==> config.mk <==
export PLATFORM = sky130hd
export DESIGN_NAME = sum_checked_frame_receiver_top_flat
export DESIGN_NICKNAME = d
export VERILOG_FILES = /design/src/rtl/scfr_pkg.sv /design/src/rtl/scfr_if.sv /design/src/rtl/sum_checked_frame_receiver_top.sv /design/src/rtl/scfr_datapath.sv /design/src/rtl/scfr_controller.sv /design/src/flat_wrapper.sv
export SDC_FILE = /design/constraint.sdc
export NUM_CORES = 1
export LEC_CHECK = 0
export BUFFER_PORTS_ARGS = -buffer_cell sky130_fd_sc_hd__clkbuf_2
export CAP_MARGIN = 20
export CORE_MARGIN = 8
export CORE_UTILIZATION = 54
export CTS_BUF_LIST = sky130_fd_sc_hd__clkbuf_2 sky130_fd_sc_hd__clkbuf_4 sky130_fd_sc_hd__clkbuf_8
export CTS_CLUSTER_DIAMETER = 120
export DETAILED_ROUTE_END_ITERATION = 6
export PLACE_DENSITY = 0.8
export REMOVE_ABC_BUFFERS = 1
export SYNTH_ARGS = -nofsm -noshare
export SYNTH_HDL_FRONTEND = slang
export SYNTH_SLANG_ARGS = --single-unit
==> constraint.sdc <==
create_clock -name clock -period 9.8 [get_ports clock]
set_input_delay 0.98 -clock clock [delete_from_list [all_inputs] [get_ports clock]]
set_output_delay 0.98 -clock clock [all_outputs]
set_load 0.02 [all_outputs]
==> src/rtl/scfr_pkg.sv <==
`timescale 1ns / 1ps
`default_nettype none

package scfr_pkg;

   // Pending byte store
   localparam int STORE_DEPTH = 32;
   localparam int STORE_AW    = $clog2(STORE_DEPTH);
   localparam int CNT_W       = STORE_AW + 1;

   // Frame layout
   localparam int MAX_FRAME_BYTES = 32;
   localparam int MIN_FRAME_BYTES = 8;
   localparam int LENGTH_POSITION = 3;
   localparam int MAX_DATA_BYTES  = MAX_FRAME_BYTES - MIN_FRAME_BYTES;
   // checksum low byte sits this many bytes before the end of the frame
   localparam int CSUM_TAIL       = 4;

   localparam logic [7:0] HEADER_RESET = 8'd58;

   // Outcome of one scan step
   localparam logic [1:0] STEP_ADVANCE = 2'd0;
   localparam logic [1:0] STEP_DROP    = 2'd1;
   localparam logic [1:0] STEP_ACCEPT  = 2'd2;

   // Controller to datapath
   typedef struct packed {
      logic append;     // take the received word into the store and scan it
      logic scan;       // scan the stored word read last cycle
      logic emit;       // move frame words to the output register
      logic read_emit;  // next read address follows the emit index
   } scfr_cmd_type;

   // Datapath to controller
   typedef struct packed {
      logic [1:0] step_res;
      logic       scan_more;
      logic       store_full;
      logic       emit_done;
   } scfr_status_type;

endpackage

`default_nettype wire

==> src/rtl/scfr_if.sv <==
`timescale 1ns / 1ps
`default_nettype none

interface scfr_rx_if;
   logic       valid;
   logic       ready;
   logic [7:0] rx_byte;
   modport source (output valid, output rx_byte, input ready);
   modport sink   (input valid, input rx_byte, output ready);
endinterface

interface scfr_frame_if;
   logic       valid;
   logic       ready;
   logic [7:0] frame_byte;
   logic       frame_last;
   modport source (output valid, output frame_byte, output frame_last, input ready);
   modport sink   (input valid, input frame_byte, input frame_last, output ready);
endinterface

interface scfr_csr_if;
   logic       valid;
   logic       ready;
   logic [7:0] header_byte;
   modport source (output valid, output header_byte, input ready);
   modport sink   (input valid, input header_byte, output ready);
endinterface

`default_nettype wire

==> src/rtl/sum_checked_frame_receiver_top.sv <==
// Frame receiver for a byte stream with a 16-bit additive checksum.
// req_chan carries received words (rx_byte). The block hunts for the header
// byte, then collects address, command, length L, L data words, checksum low,
// checksum high and two trailer words. A frame whose checksum (16-bit sum of
// address through last data word) matches leaves on rsp_chan word by word,
// header first, with frame_last on its final word.
// csr_chan writes the header byte; it is always ready and takes effect on the
// next word. Write it only while the block is idle.
// Throughput: one received word per cycle while no frame is pending and no rescan
// runs. A completed frame of N words is streamed at one word per cycle while rsp_chan
// is ready; its header word goes from the store through the read register into the
// output register, which drives rsp_chan; req_chan is held off until the final word
// is loaded into the output register.
// On a dropped frame the header is discarded and the stored words after it
// are rescanned from the store at one word per cycle, each word read through
// the registered read port; req_chan is held off during the rescan.
// If rsp_chan stalls, the output register holds its word and emission pauses.
// Reset (synchronous) empties the store, returns to header hunt, clears the
// output valid and sets the header byte to 0x3A.
`timescale 1ns / 1ps
`default_nettype none

module sum_checked_frame_receiver_top (
   input  logic          clock,
   input  logic          reset,
   scfr_rx_if.sink       req_chan,
   scfr_frame_if.source  rsp_chan,
   scfr_csr_if.sink      csr_chan
);

   scfr_pkg::scfr_cmd_type    cmd;
   scfr_pkg::scfr_status_type status;
   logic                      req_ready;

   assign req_chan.ready = req_ready;

   scfr_controller u_ctl (
      .clock     (clock),
      .reset     (reset),
      .req_valid (req_chan.valid),
      .req_ready (req_ready),
      .status    (status),
      .cmd       (cmd)
   );

   scfr_datapath u_dp (
      .clock    (clock),
      .reset    (reset),
      .rx_byte  (req_chan.rx_byte),
      .rsp_chan (rsp_chan),
      .csr_chan (csr_chan),
      .cmd      (cmd),
      .status   (status)
   );

endmodule

`default_nettype wire

==> src/rtl/scfr_datapath.sv <==
`timescale 1ns / 1ps
`default_nettype none

module scfr_datapath (
   input  logic                    clock,
   input  logic                    reset,
   input  logic [7:0]              rx_byte,
   scfr_frame_if.source            rsp_chan,
   scfr_csr_if.sink                csr_chan,
   input  scfr_pkg::scfr_cmd_type  cmd,
   output scfr_pkg::scfr_status_type status
);

   localparam int AW = scfr_pkg::STORE_AW;
   localparam int CW = scfr_pkg::CNT_W;

   logic [7:0]    store_mem [scfr_pkg::STORE_DEPTH];
   logic [7:0]    rd_data_ff;
   logic [AW-1:0] rd_addr;
   logic [AW-1:0] wr_addr;

   logic [7:0]    hdr_ff;
   logic [AW-1:0] start_ff, start_in;
   logic [CW-1:0] count_ff, count_in;
   logic [CW-1:0] coll_ff, coll_in;
   logic [15:0]   sum_ff, sum_in;
   logic [7:0]    len_ff, len_in;
   logic [7:0]    sent_lo_ff, sent_lo_in;
   logic [7:0]    sent_hi_ff, sent_hi_in;
   logic [AW-1:0] emit_idx_ff, emit_idx_in;
   logic          out_valid_ff, out_valid_in;
   logic [7:0]    out_byte_ff;
   logic          out_last_ff;

   logic          step_en;
   logic [7:0]    step_byte;
   logic [CW-1:0] coll_nx;
   logic [8:0]    pos9;
   logic [8:0]    len9;
   logic          sum_add;
   logic [15:0]   sum_nx;
   logic [1:0]    step_res;
   logic          out_load;
   logic          emit_last;
   logic          emit_done;

   // Configuration register, always writable
   assign csr_chan.ready = 1'b1;

   always_ff @(posedge clock) begin
      if (reset) begin
         hdr_ff <= scfr_pkg::HEADER_RESET;
      end else if (csr_chan.valid) begin
         hdr_ff <= csr_chan.header_byte;
      end
   end

   // Store: write at the tail, registered read with write bypass
   assign wr_addr = start_ff + count_ff[AW-1:0];

   always_ff @(posedge clock) begin
      if (cmd.append) begin
         store_mem[wr_addr] <= rx_byte;
      end
   end

   always_ff @(posedge clock) begin
      if (cmd.append && (wr_addr == rd_addr)) begin
         rd_data_ff <= rx_byte;
      end else begin
         rd_data_ff <= store_mem[rd_addr];
      end
   end

   // Scan step on the received word or on the word read from the store
   assign step_en   = cmd.append | cmd.scan;
   assign step_byte = cmd.append ? rx_byte : rd_data_ff;
   assign coll_nx   = coll_ff + CW'(1);
   assign pos9      = 9'(coll_ff);
   assign len9      = {1'b0, len_ff};
   assign sum_add   = (pos9 <= 9'(scfr_pkg::LENGTH_POSITION))
                      || (pos9 < len9 + 9'(scfr_pkg::CSUM_TAIL));
   assign sum_nx    = sum_ff + (sum_add ? {8'd0, step_byte} : 16'd0);

   always_comb begin
      if (coll_ff == '0) begin
         step_res = (step_byte == hdr_ff) ? scfr_pkg::STEP_ADVANCE : scfr_pkg::STEP_DROP;
      end else if (coll_ff >= CW'(scfr_pkg::MAX_FRAME_BYTES)) begin
         step_res = scfr_pkg::STEP_DROP;
      end else if (coll_nx < CW'(scfr_pkg::MIN_FRAME_BYTES)) begin
         step_res = scfr_pkg::STEP_ADVANCE;
      end else if (len_ff > 8'(scfr_pkg::MAX_DATA_BYTES)) begin
         step_res = scfr_pkg::STEP_DROP;
      end else if (9'(coll_nx) < len9 + 9'(scfr_pkg::MIN_FRAME_BYTES)) begin
         step_res = scfr_pkg::STEP_ADVANCE;
      end else if ({sent_hi_ff, sent_lo_ff} != sum_nx) begin
         step_res = scfr_pkg::STEP_DROP;
      end else begin
         step_res = scfr_pkg::STEP_ACCEPT;
      end
   end

   // Emit: load the output register whenever it is free
   assign out_load  = cmd.emit && (!out_valid_ff || rsp_chan.ready);
   assign emit_last = (CW'(emit_idx_ff) + CW'(1)) == coll_ff;
   assign emit_done = out_load && emit_last;

   // Next values of the frame tracking state
   always_comb begin
      start_in    = start_ff;
      count_in    = count_ff;
      coll_in     = coll_ff;
      sum_in      = sum_ff;
      len_in      = len_ff;
      sent_lo_in  = sent_lo_ff;
      sent_hi_in  = sent_hi_ff;
      emit_idx_in = emit_idx_ff;

      if (cmd.append) begin
         count_in = count_ff + CW'(1);
      end

      if (step_en) begin
         case (step_res)
            scfr_pkg::STEP_ADVANCE: begin
               coll_in = coll_nx;
               if (coll_ff == '0) begin
                  sum_in = '0;
               end else begin
                  sum_in = sum_nx;
                  if (pos9 == 9'(scfr_pkg::LENGTH_POSITION)) begin
                     len_in = step_byte;
                  end
                  if (pos9 > 9'(scfr_pkg::LENGTH_POSITION)) begin
                     if (pos9 == len9 + 9'(scfr_pkg::CSUM_TAIL)) begin
                        sent_lo_in = step_byte;
                     end
                     if (pos9 == len9 + 9'(scfr_pkg::CSUM_TAIL + 1)) begin
                        sent_hi_in = step_byte;
                     end
                  end
               end
            end
            scfr_pkg::STEP_ACCEPT: begin
               coll_in     = coll_nx;
               emit_idx_in = '0;
            end
            default: begin
               // drop the front word and rescan from the next one
               start_in = start_ff + AW'(1);
               count_in = count_in - CW'(1);
               coll_in  = '0;
               sum_in   = '0;
            end
         endcase
      end

      if (out_load) begin
         emit_idx_in = emit_idx_ff + AW'(1);
      end

      // frame delivered: release its words
      if (emit_done) begin
         start_in = start_ff + coll_ff[AW-1:0];
         count_in = count_ff - coll_ff;
         coll_in  = '0;
         sum_in   = '0;
      end
   end

   assign rd_addr = start_in + (cmd.read_emit ? emit_idx_in : coll_in[AW-1:0]);

   always_ff @(posedge clock) begin
      if (reset) begin
         start_ff    <= '0;
         count_ff    <= '0;
         coll_ff     <= '0;
         sum_ff      <= '0;
         emit_idx_ff <= '0;
      end else begin
         start_ff    <= start_in;
         count_ff    <= count_in;
         coll_ff     <= coll_in;
         sum_ff      <= sum_in;
         emit_idx_ff <= emit_idx_in;
      end
   end

   always_ff @(posedge clock) begin
      len_ff     <= len_in;
      sent_lo_ff <= sent_lo_in;
      sent_hi_ff <= sent_hi_in;
   end

   // Output register
   always_comb begin
      out_valid_in = out_valid_ff;
      if (out_load) begin
         out_valid_in = 1'b1;
      end else if (rsp_chan.ready) begin
         out_valid_in = 1'b0;
      end
   end

   always_ff @(posedge clock) begin
      if (reset) begin
         out_valid_ff <= 1'b0;
      end else begin
         out_valid_ff <= out_valid_in;
      end
   end

   always_ff @(posedge clock) begin
      if (out_load) begin
         out_byte_ff <= rd_data_ff;
         out_last_ff <= emit_last;
      end
   end

   assign rsp_chan.valid      = out_valid_ff;
   assign rsp_chan.frame_byte = out_byte_ff;
   assign rsp_chan.frame_last = out_last_ff;

   // Status to the controller
   assign status.step_res   = step_res;
   assign status.scan_more  = coll_in < count_in;
   assign status.store_full = count_ff == CW'(scfr_pkg::STORE_DEPTH);
   assign status.emit_done  = emit_done;

endmodule

`default_nettype wire

==> src/rtl/scfr_controller.sv <==
`timescale 1ns / 1ps
`default_nettype none

module scfr_controller (
   input  logic                      clock,
   input  logic                      reset,
   input  logic                      req_valid,
   output logic                      req_ready,
   input  scfr_pkg::scfr_status_type status,
   output scfr_pkg::scfr_cmd_type    cmd
);

   localparam logic [1:0] ST_IDLE = 2'd0;
   localparam logic [1:0] ST_SCAN = 2'd1;
   localparam logic [1:0] ST_EMIT = 2'd2;

   logic [1:0] state_ff, state_in;

   // Accept words only while every stored word has been scanned
   assign req_ready = state_ff == ST_IDLE;

   always_comb begin
      cmd.append    = 1'b0;
      cmd.scan      = 1'b0;
      cmd.emit      = 1'b0;
      state_in      = state_ff;
      case (state_ff)
         ST_IDLE: begin
            cmd.append = req_valid && !status.store_full;
            if (cmd.append) begin
               if (status.step_res == scfr_pkg::STEP_ACCEPT) begin
                  state_in = ST_EMIT;
               end else if (status.scan_more) begin
                  state_in = ST_SCAN;
               end
            end
         end
         ST_SCAN: begin
            cmd.scan = 1'b1;
            if (status.step_res == scfr_pkg::STEP_ACCEPT) begin
               state_in = ST_EMIT;
            end else if (!status.scan_more) begin
               state_in = ST_IDLE;
            end
         end
         ST_EMIT: begin
            cmd.emit = 1'b1;
            if (status.emit_done) begin
               state_in = status.scan_more ? ST_SCAN : ST_IDLE;
            end
         end
         default: begin
            state_in = ST_IDLE;
         end
      endcase
      cmd.read_emit = state_in == ST_EMIT;
   end

   always_ff @(posedge clock) begin
      if (reset) begin
         state_ff <= ST_IDLE;
      end else begin
         state_ff <= state_in;
      end
   end

endmodule

`default_nettype wire

==> src/flat_wrapper.sv <==
// flat-port wrapper written by rule: the top's interface ports become plain ports
module sum_checked_frame_receiver_top_flat 
  (clock, reset, req_chan_valid, req_chan_rx_byte, req_chan_ready, rsp_chan_valid, rsp_chan_frame_byte, rsp_chan_frame_last, rsp_chan_ready, csr_chan_valid, csr_chan_header_byte, csr_chan_ready);
  scfr_rx_if req_chan_i ();
  scfr_frame_if rsp_chan_i ();
  scfr_csr_if csr_chan_i ();
  input  logic clock;
  input  logic reset;
  input wire logic [$bits(req_chan_i.valid)-1:0] req_chan_valid;
  input wire logic [$bits(req_chan_i.rx_byte)-1:0] req_chan_rx_byte;
  output wire logic [$bits(req_chan_i.ready)-1:0] req_chan_ready;
  output wire logic [$bits(rsp_chan_i.valid)-1:0] rsp_chan_valid;
  output wire logic [$bits(rsp_chan_i.frame_byte)-1:0] rsp_chan_frame_byte;
  output wire logic [$bits(rsp_chan_i.frame_last)-1:0] rsp_chan_frame_last;
  input wire logic [$bits(rsp_chan_i.ready)-1:0] rsp_chan_ready;
  input wire logic [$bits(csr_chan_i.valid)-1:0] csr_chan_valid;
  input wire logic [$bits(csr_chan_i.header_byte)-1:0] csr_chan_header_byte;
  output wire logic [$bits(csr_chan_i.ready)-1:0] csr_chan_ready;
  assign req_chan_i.valid = req_chan_valid;
  assign req_chan_i.rx_byte = req_chan_rx_byte;
  assign req_chan_ready = req_chan_i.ready;
  assign rsp_chan_valid = rsp_chan_i.valid;
  assign rsp_chan_frame_byte = rsp_chan_i.frame_byte;
  assign rsp_chan_frame_last = rsp_chan_i.frame_last;
  assign rsp_chan_i.ready = rsp_chan_ready;
  assign csr_chan_i.valid = csr_chan_valid;
  assign csr_chan_i.header_byte = csr_chan_header_byte;
  assign csr_chan_ready = csr_chan_i.ready;
  sum_checked_frame_receiver_top u_core (.clock(clock), .reset(reset), .req_chan(req_chan_i), .rsp_chan(rsp_chan_i), .csr_chan(csr_chan_i));
endmodule
Word-level counts from Yosys, hierarchy flattened
Memories as Yosys holds them, arrays and structs flattened. A register that Yosys moved wholly into a read port is not among the register bits. Index checks and enable logic that the tools add are counted.

Bits of input ports: 21. Register bits: 82. Memory bits (writable): 256. Memories: 1. Output and inout bits: 12. Word-level logic and storage cells: 107.

Magnitude comparators: 8. Bitwise operators: 3. Equality and inequality tests: 11. Multiplexer cells: 40. Add/sub/neg operators: 14. Reductions and logical operators: 17.

Memories: u_core.u_dp.store_mem (words 32, width 8, rd ports 1, clocked after memory_dff 1, wr ports 1, RTL line scfr_datapath.sv:17) `logic [7:0] store_mem [scfr_pkg::STORE_DEPTH];`.

Operator list (number): 6-bit two-way mux (7); 5-bit two-way mux (7); 16-bit one-hot mux with 2 select lines (1); 2-bit two-way mux (12); 8-bit by 3-bit adder with 9-bit output (second input constant) (2); 6-bit by 9-bit == test with 1-bit output (2); 6-bit by 9-bit < comparator with 1-bit output (2); 16-bit by 8-bit adder with 16-bit output (1); 16-bit two-way mux (1); 8-bit two-way mux (2); 16-bit != test (1); 5-bit adder (3); 6-bit by 1-bit adder with 6-bit output (second input constant) (2); 5-bit by 1-bit adder with 5-bit output (second input constant) (2); 5-bit AND reduction (2); 8-bit by 4-bit adder with 9-bit output (second input constant) (1); 1-bit two-way mux (9); 8-bit == test (1); 8-bit by 5-bit greater-than comparator with 1-bit output (second input constant) (1); 5-bit by 1-bit adder with 6-bit output (second input constant) (1); 2-bit == test (second input constant) (3); 6-bit by 2-bit == test with 1-bit output (second input constant) (1); 6-bit == test (1); 6-bit == test (second input constant) (1); other kinds (20) (27).

Depth between registers and ports, before layout
Gate-level depths: netlist (run 1).

Word-level depth: 27. Mapped depth: 30. Mapped depth without buffers: 29.

Modules after synthesis
From an unflattened synthesis (run 1), not the netlist that was laid out.

Cells, all modules: 1232. Area total of the unflattened synthesis: 16646.0 um2.

Modules (own cells, without submodules): scfr_datapath (times used 1, cells each 1214, area each 16508.3 um2, seq. area each 9719.3 um2); scfr_controller (times used 1, cells each 18, area each 137.6 um2, seq. area each 40.0 um2).

Worst setup path after synthesis (run 1)
Ideal clock, no wire load.

Kind: input to register. Start point: in req_chan_valid. End point: reg (tool-made name). Stages on the path: 27. Data arrival time: 6784 ps. Path buffers: 2. Data required time: 9671 ps. Slack: 2887 ps. Cells stage by stage: or3b_2 -> o21ba_2 -> clkbuf_1 -> buf_1 -> nand2_1 -> nand2_1 -> nor2b_1 -> ha_1 -> inv_1 -> fa_1 -> nand2b_1 -> a211oi_1 -> nor2_1 -> a311oi_1 -> nand4_1 -> or4b_2 -> o32ai_4 -> nor2_1 -> xnor2_1 -> a21oi_1 -> ha_1 -> inv_1 -> fa_1 -> inv_1 -> a21o_1 -> a21oi_1 -> xnor3_1.

RTL lines: from (decl) (RTL line flat_wrapper.sv:9) `input wire logic [$bits(req_chan_i.valid)-1:0] req_chan_valid;`.

==> results of run 1 <==
==> placed cells by master, fill, tap and decap left out, types with 30 or more instances in the layout <==
cell      count
edfxtp_1    289
nor2_1      116
nand2_1      84
mux2i_1      78
a21oi_1      63
clkbuf_8     55
ha_1         53
dfxtp_1      52
xnor2_1      48
inv_1        46
mux4_2       44
o21ai_0      34
xor2_1       32
clkbuf_2     31
nand3_1      30
==> layout make-up <==
class	count	area [um^2]	share of cell area
sequential	343	9760	0.532
clock inverter	33	300	0.0164
inverter	46	173	0.00941
tap	396	495	0.0270
timing repair buffer	44	253	0.0138
clock buffer	70	870	0.0474
multi-input combinational	833	6490	0.354
==> routing by layer <==
layer / up-vias / GRT usage / share of wire
met4: 0 / 0.0799 / 0.029
li1: 4935 / - / -
met1: 5341 / 0.281 / 0.41
met5: - / 0 / 0
met3: 85 / 0.0448 / 0.080
met2: 526 / 0.363 / 0.48
==> per-stage QoR <==
step                       util  cells  hold WS (ns)  cell area, um^2
after floorplan               -   1222         0.436            16400
after global placement    0.563   1662         0.449            17200
after detailed placement  0.563   1662         0.464            17200
after CTS                 0.601   1765         0.472            18300
after global routing      0.601   1765         0.492            18300
final                     0.601   1765         0.467            18300
==> flip-flops by register name (all words and copies together) (netlist names), 6 cells and up, named ones only <==
| signal | count |
|---|---|
| u_core.u_dp.store_mem | 256 |
| u_core.u_dp.sum_ff | 16 |
| u_core.u_dp.hdr_ff | 8 |
| u_core.u_dp.len_ff | 8 |
| u_core.u_dp.rsp_chan.frame_byte | 8 |
| u_core.u_dp.sent_hi_ff | 8 |
| u_core.u_dp.sent_lo_ff | 8 |
| u_core.u_dp.coll_ff | 6 |
| u_core.u_dp.count_ff | 6 |
==> power groups by stage <==
stage          clock, uW  combinational, uW  sequential [uW]
2_1_floorplan          0                835             1830
3_3_place_gp           0               1150             1830
3_5_place_dp           0               1170             1830
4_1_cts             1320               1180             1800
5_1_grt             1380               1280             1820
6_report            1300               1180             1800
==> worst paths after layout <==
check	end	slack (ns)	cells past startpoint
worst max-delay path	register	1.77	25
worst max register to register	register	1.77	25
worst min-delay path	u_core.u_dp.sum_ff[4]	0.47	2
worst min register to register	u_core.u_dp.sum_ff[4]	0.47	2
==> cells by family (layout without fill, tap and decap cells) <==
logic type                 Yosys count  in the layout  share of synthesized area
xor gates and xnor gates            83             83                     0.0460
and+or+nand+nor                    349            349                      0.100
muxes                              130            130                      0.111
buffers and inverters              103            193                     0.0279
AOI/OAI and AO/OA                  212            212                     0.0848
other                                1              1                   0.000224
DFF                                343            343                      0.584
adders and majority gates           58             58                     0.0457
==> worst reg2reg max path, cell delays in order, from the launching register on <==
cell	delay [ns]
dfxtp_2	0.83
nor2b_1	0.96
a22oi_1	0.24
nand3_1	0.23
nand4_1	0.36
nor2_1	0.21
nor2_1	0.09
nor2b_1	0.15
ha_1	0.44
nand4_1	0.20
or3_1	0.46
a21oi_1	0.22
mux2i_1	0.26
o2111ai_1	0.15
or4b_2	0.76
o32ai_4	0.44
nor2_1	0.31
xnor2_1	0.26
a21oi_1	0.10
ha_1	0.26
inv_1	0.07
fa_1	0.20
inv_1	0.05
a21o_1	0.17
a21oi_1	0.13
xnor3_1	0.39
==> results.sh, run 1 <==
export IMPL_avgRoutedWirePerCell_um=22.9
export IMPL_p_total_uw=4290
export IMPL_fp_dieH_um=192
export IMPL_synth_top_area_frac=0.519
export IMPL_numCtsBuffers=55
export IMPL_path_max_fanout=25
export IMPL_boundaryPins=33
export IMPL_cap_viol_max_count=0
export IMPL_fillers=2279
export IMPL_grt_pass1_wl_um=61700
export IMPL_yosys_cell_count_top_type="edfxtp_1"
export IMPL_cts_max_level=2
export IMPL_clock_fmax_mhz=124
export IMPL_clk_pin_slew_ns=0.07
export IMPL_synth_seq_cells=343
export IMPL_switching_power_uw=1380
export IMPL_core_area_mm2=0.0305
export IMPL_drcViolationCount=0
export IMPL_chipWidth_um=192
export IMPL_clockBufferDepth=3
export IMPL_slew_headroom=0.264
export IMPL_grt_ovfl_total=0
export IMPL_synthesis_area_mm2=0.0167
export IMPL_grt_total_usage=0.219
export IMPL_grt_pass1_vias=10800
export IMPL_p_int_uw=2910
export IMPL_p_seq_frac=0.421
export IMPL_ctsResizeCount=0
export IMPL_synth_warnings=0
export IMPL_tightestPinTransition_ns=1.10
export IMPL_cp_required_ns=10.31
export IMPL_cp_data_arrival_time_ns=8.54
export IMPL_clkPwrFrac=0.303
export IMPL_synth_async_reset_ratio=0
export IMPL_synth_main_ff_cell="edfxtp_1"
export IMPL_hold_viol_final=0
export IMPL_yosysSeqAreaShare=0.584
export IMPL_ant_nets=0
export IMPL_finalNetCount=1402
export IMPL_ys_types=81
export IMPL_synth_edf_count=289
export IMPL_initialDrtViolationCount=1039
export IMPL_synth_area_leader_cell="edfxtp_1"
export IMPL_power_leakage_uw=0.00639
export IMPL_cts_sinks=343
export IMPL_core_rowCount=64
export IMPL_min_from="u_core.u_dp.sum_ff[4]"
export IMPL_cp_slowest_stage_delay_ns=0.95
export IMPL_cts_setup_buffers=0
export IMPL_holdCritPathClass="reg2reg"
export IMPL_start_util=0.548
export IMPL_gp_congestion=0.900
export IMPL_swShare=0.321
export IMPL_status="completed"
export IMPL_worstSetupPathType="reg2reg"
export IMPL_synthTopCellsByArea="edfxtp_1 (52%), dfxtp_1 (6.5%), mux4_2 (5.9%)"
export IMPL_wl_um=40400
export IMPL_period_needed_ns=8.03
export IMPL_tns_ns=0
export IMPL_cellPowerDensity_mw_per_mm2=234
export IMPL_die_area_mm2=0.0368
export IMPL_place_ws_ns=1.87
export IMPL_clk_latency_ns=0.62
export IMPL_irDropWorstVdd_mv=0.149
export IMPL_vias=10900
export IMPL_syn_area_per_cell_um2=13.1
export IMPL_io_buffers=31
export IMPL_antenna_cells=0
export IMPL_netlist_instances=1279
export IMPL_drive_above_1_share=0.143
export IMPL_vias_per_cell=6.17
export IMPL_p_comb_frac=0.276
export IMPL_fin_ws_ns=1.77
export IMPL_crit_buf_inv=2
export IMPL_worstSetupEndpointType="register"
export IMPL_cts_hold_buf=0
export IMPL_finalMaxSlewViolations=0
export IMPL_dpl_hpwl_um=27700
export IMPL_antenna_found_initial=0
export IMPL_startpoint_type="register"
export IMPL_firstDrtPassIters=5
export IMPL_cts_root_buf="clkbuf_8"
export IMPL_syn_to_final_growth_pct=9.75
export IMPL_cp_top_family="simple AND/OR/NAND/NOR gates"
export IMPL_rsz0062_at_grt="no"
export IMPL_min_period_over_period=0.820
export IMPL_grt_max_degree=49
export IMPL_finalSetupViolCount=0
export IMPL_cts_tree="done"
export IMPL_skew_ns=0.0366
export IMPL_yosys_top_cells_count="edfxtp_1 (289), nor2_1 (116), nand2_1 (84)"
export IMPL_cp_slowest_cell="nor2b_1"
Note: power is estimated with default switching activity, not from simulation.
==> inputs of run 2 (changes only) <==
ABC_AREA = 1   (was default)
PLACE_DENSITY = 0.83   (was 0.8)
clock period = 6.88 ns   (was 9.8 ns; I/O delays follow)
==> run 2 against run 1 <==
Sequential power is 46% higher; die area is 2.6% higher; sequential cell count stayed put; critical path type unchanged; highest routed layer unchanged.
==> results.sh, run 2 <==
export IMPL_cts_hold_buf=0
export IMPL_boundaryPins=33
export IMPL_start_util=0.546
export IMPL_synth_edf_count=289
export IMPL_wl_um=43000
export IMPL_fillers=2546
export IMPL_synth_async_reset_ratio=0
export IMPL_layout_commonest_cell="nand2_1"
export IMPL_grt_pass1_wl_um=69200
export IMPL_irDropWorstVdd_mv=0.207
export IMPL_slew_headroom=0.415
export IMPL_rsz0062_at_grt="no"
export IMPL_synth_simple_gate_area_frac=0.266
export IMPL_cts_max_level=2
export IMPL_synthesis_area_mm2=0.0172
export IMPL_power_leakage_uw=0.00762
export IMPL_min_period_over_period=0.857
export IMPL_startpoint_type="register"
export IMPL_syn_to_final_growth_pct=8.73
export IMPL_cp_data_arrival_time_ns=6.42
export IMPL_regMostFlops="u_core.u_dp.store_mem"
export IMPL_synth_warnings=0
export IMPL_vias_per_cell=5.76
export IMPL_grt_total_usage=0.227
export IMPL_ant_nets=0
export IMPL_ys_types=52
export IMPL_tns_ns=0
export IMPL_synth_top_area_frac=0.505
export IMPL_fp_dieH_um=194
export IMPL_grt_pass1_vias=13100
export IMPL_path_max_fanout=11
export IMPL_cts_tree="done"
export IMPL_cap_viol_max_count=0
export IMPL_chipWidth_um=194
export IMPL_status="completed"
export IMPL_core_rowCount=65
export IMPL_cpMostUsedCell="nand2_1"
export IMPL_cts_sinks=343
export IMPL_gp_congestion=0.932
export IMPL_synthAdderAreaFrac=0.0444
export IMPL_cts_root_buf="clkbuf_8"
export IMPL_antenna_found_initial=0
export IMPL_synth_compound_area_share=0.0414
export IMPL_die_area_mm2=0.0378
export IMPL_hold_viol_final=0
export IMPL_finalMaxSlewViolations=0
export IMPL_yosysSeqAreaShare=0.568
export IMPL_antenna_cells=0
export IMPL_synth_mux_area_frac=0
export IMPL_largest_reg_flops=256
export IMPL_skew_ns=0.0542
export IMPL_clock_fmax_mhz=170
export IMPL_cp_slowest_stage_delay_ns=0.51
export IMPL_cp_required_ns=7.40
export IMPL_firstDrtPassIters=6
export IMPL_final_cell_mix="nand2_1 (582), edfxtp_1 (289), nand3_1 (283)"
export IMPL_synth_main_ff_cell="edfxtp_1"
export IMPL_synth_xor_xnor_area_share=0.0232
export IMPL_grt_ovfl_total=0
export IMPL_period_needed_ns=5.90
export IMPL_drive_above_1_share=0.0905
export IMPL_core_area_mm2=0.0315
export IMPL_synth_area_leader_cell="edfxtp_1"
export IMPL_syn_area_per_cell_um2=9.29
export IMPL_finalNetCount=1962
export IMPL_synth_seq_cells=343
export IMPL_worstSetupPathType="reg2reg"
export IMPL_clk_pin_slew_ns=0.06
export IMPL_initialDrtViolationCount=1600
export IMPL_synth_top_family_by_area="simple AND/OR/NAND/NOR gates"
export IMPL_cellPowerDensity_mw_per_mm2=410
export IMPL_yosys_top_cells_count="nand2_1 (582), edfxtp_1 (289), nand3_1 (283)"
export IMPL_worstSetupEndpointType="register"
export IMPL_multi_input_area_mm2=0.00644
export IMPL_clockBufferDepth=3
export IMPL_dpl_hpwl_um=29000
export IMPL_tightestPinTransition_ns=0.874
export IMPL_vias=13400
export IMPL_yosys_cell_count_top_type="nand2_1"
export IMPL_io_buffers=31
export IMPL_synthTopCellsByArea="edfxtp_1 (51%), nand2_1 (13%), nand3_1 (8.2%)"
export IMPL_numCtsBuffers=54
export IMPL_drcViolationCount=0
export IMPL_largestRegisters="u_core.u_dp.store_mem x256, u_core.u_dp.sum_ff x16"
export IMPL_ctsResizeCount=0
export IMPL_clk_latency_ns=0.64
export IMPL_post_route_util=0.594
export IMPL_ff_latch_area_mm2=0.00976
export IMPL_holdCritPathClass="in2reg"
export IMPL_avgRoutedWirePerCell_um=18.5
export IMPL_cp_slowest_cell="edfxtp_1"
export IMPL_finalSetupViolCount=0
export IMPL_netlist_instances=1849
export IMPL_grt_max_degree=65
export IMPL_cts_setup_buffers=0
[run 2: cell type report]
cell class | count | area share
tap | 402 | 0.0269
multi-input combinational | 1288 | 0.345
clock inverter | 26 | 0.0111
inverter | 143 | 0.0288
sequential | 343 | 0.523
timing repair buffer | 53 | 0.0198
clock buffer | 69 | 0.0458
[run 2: cell families after synthesis]
kind of cell,Yosys count
AOI/OAI and AO/OA,124
xor gates and xnor gates,44
adders and majority gates,58
buffers and inverters,218
DFF,343
other,1
and+or+nand+nor,1061
[run 2: path summary, 6_finish.rpt]
path                                start                    end  slack (ns)  cells after the start
setup / recovery    u_core.u_dp.len_ff[2]               register        0.98                     37
hold / removal    csr_chan_header_byte[4]  u_core.u_dp.hdr_ff[4]        0.34                      3
setup reg to reg    u_core.u_dp.len_ff[2]               register        0.98                     37
hold reg to reg     u_core.u_dp.sum_ff[7]  u_core.u_dp.sum_ff[7]        0.47                      2
[run 2: where the power goes]
part / switching, uW / internal, uW
clock: 820 / 901
sequential: 151 / 2480
combinational: 2310 / 1000
total: 3280 / 4380
[run 2: layer usage]
layer | wire [um] | track usage
met4 | 1760 | 0.109
met2 | 19700 | 0.360
met3 | 4210 | 0.0347
met1 | 17300 | 0.304
met5 | 0 | 0
[run 2: worst max-delay path: cells and delay by family (launching register included)]
kind / cells / cell delay [ns]
and+or+nand+nor: 20 / 2.03
DFF: 1 / 0.51
buffers and inverters: 4 / 0.36
xor gates and xnor gates: 1 / 0.14
adders and majority gates: 6 / 1.76
AOI/OAI and AO/OA: 6 / 1.00
[run 2: metrics by stage]
stage | instances | power (uW) | setup WS, ns | cell area (um^2) | hold WS, ns
6_report | 2324 | 7660 | 0.985 | 18700 | 0.336
5_1_grt | 2324 | 8150 | 0.325 | 18700 | 0.319
4_1_cts | 2324 | 7620 | 1.04 | 18700 | 0.296
3_5_place_dp | 2229 | 5900 | 1.05 | 17600 | 0.465
3_3_place_gp | 2229 | 5810 | 1.21 | 17600 | 0.461
2_1_floorplan | 1774 | 4900 | -1.08 | 16700 | 0.443
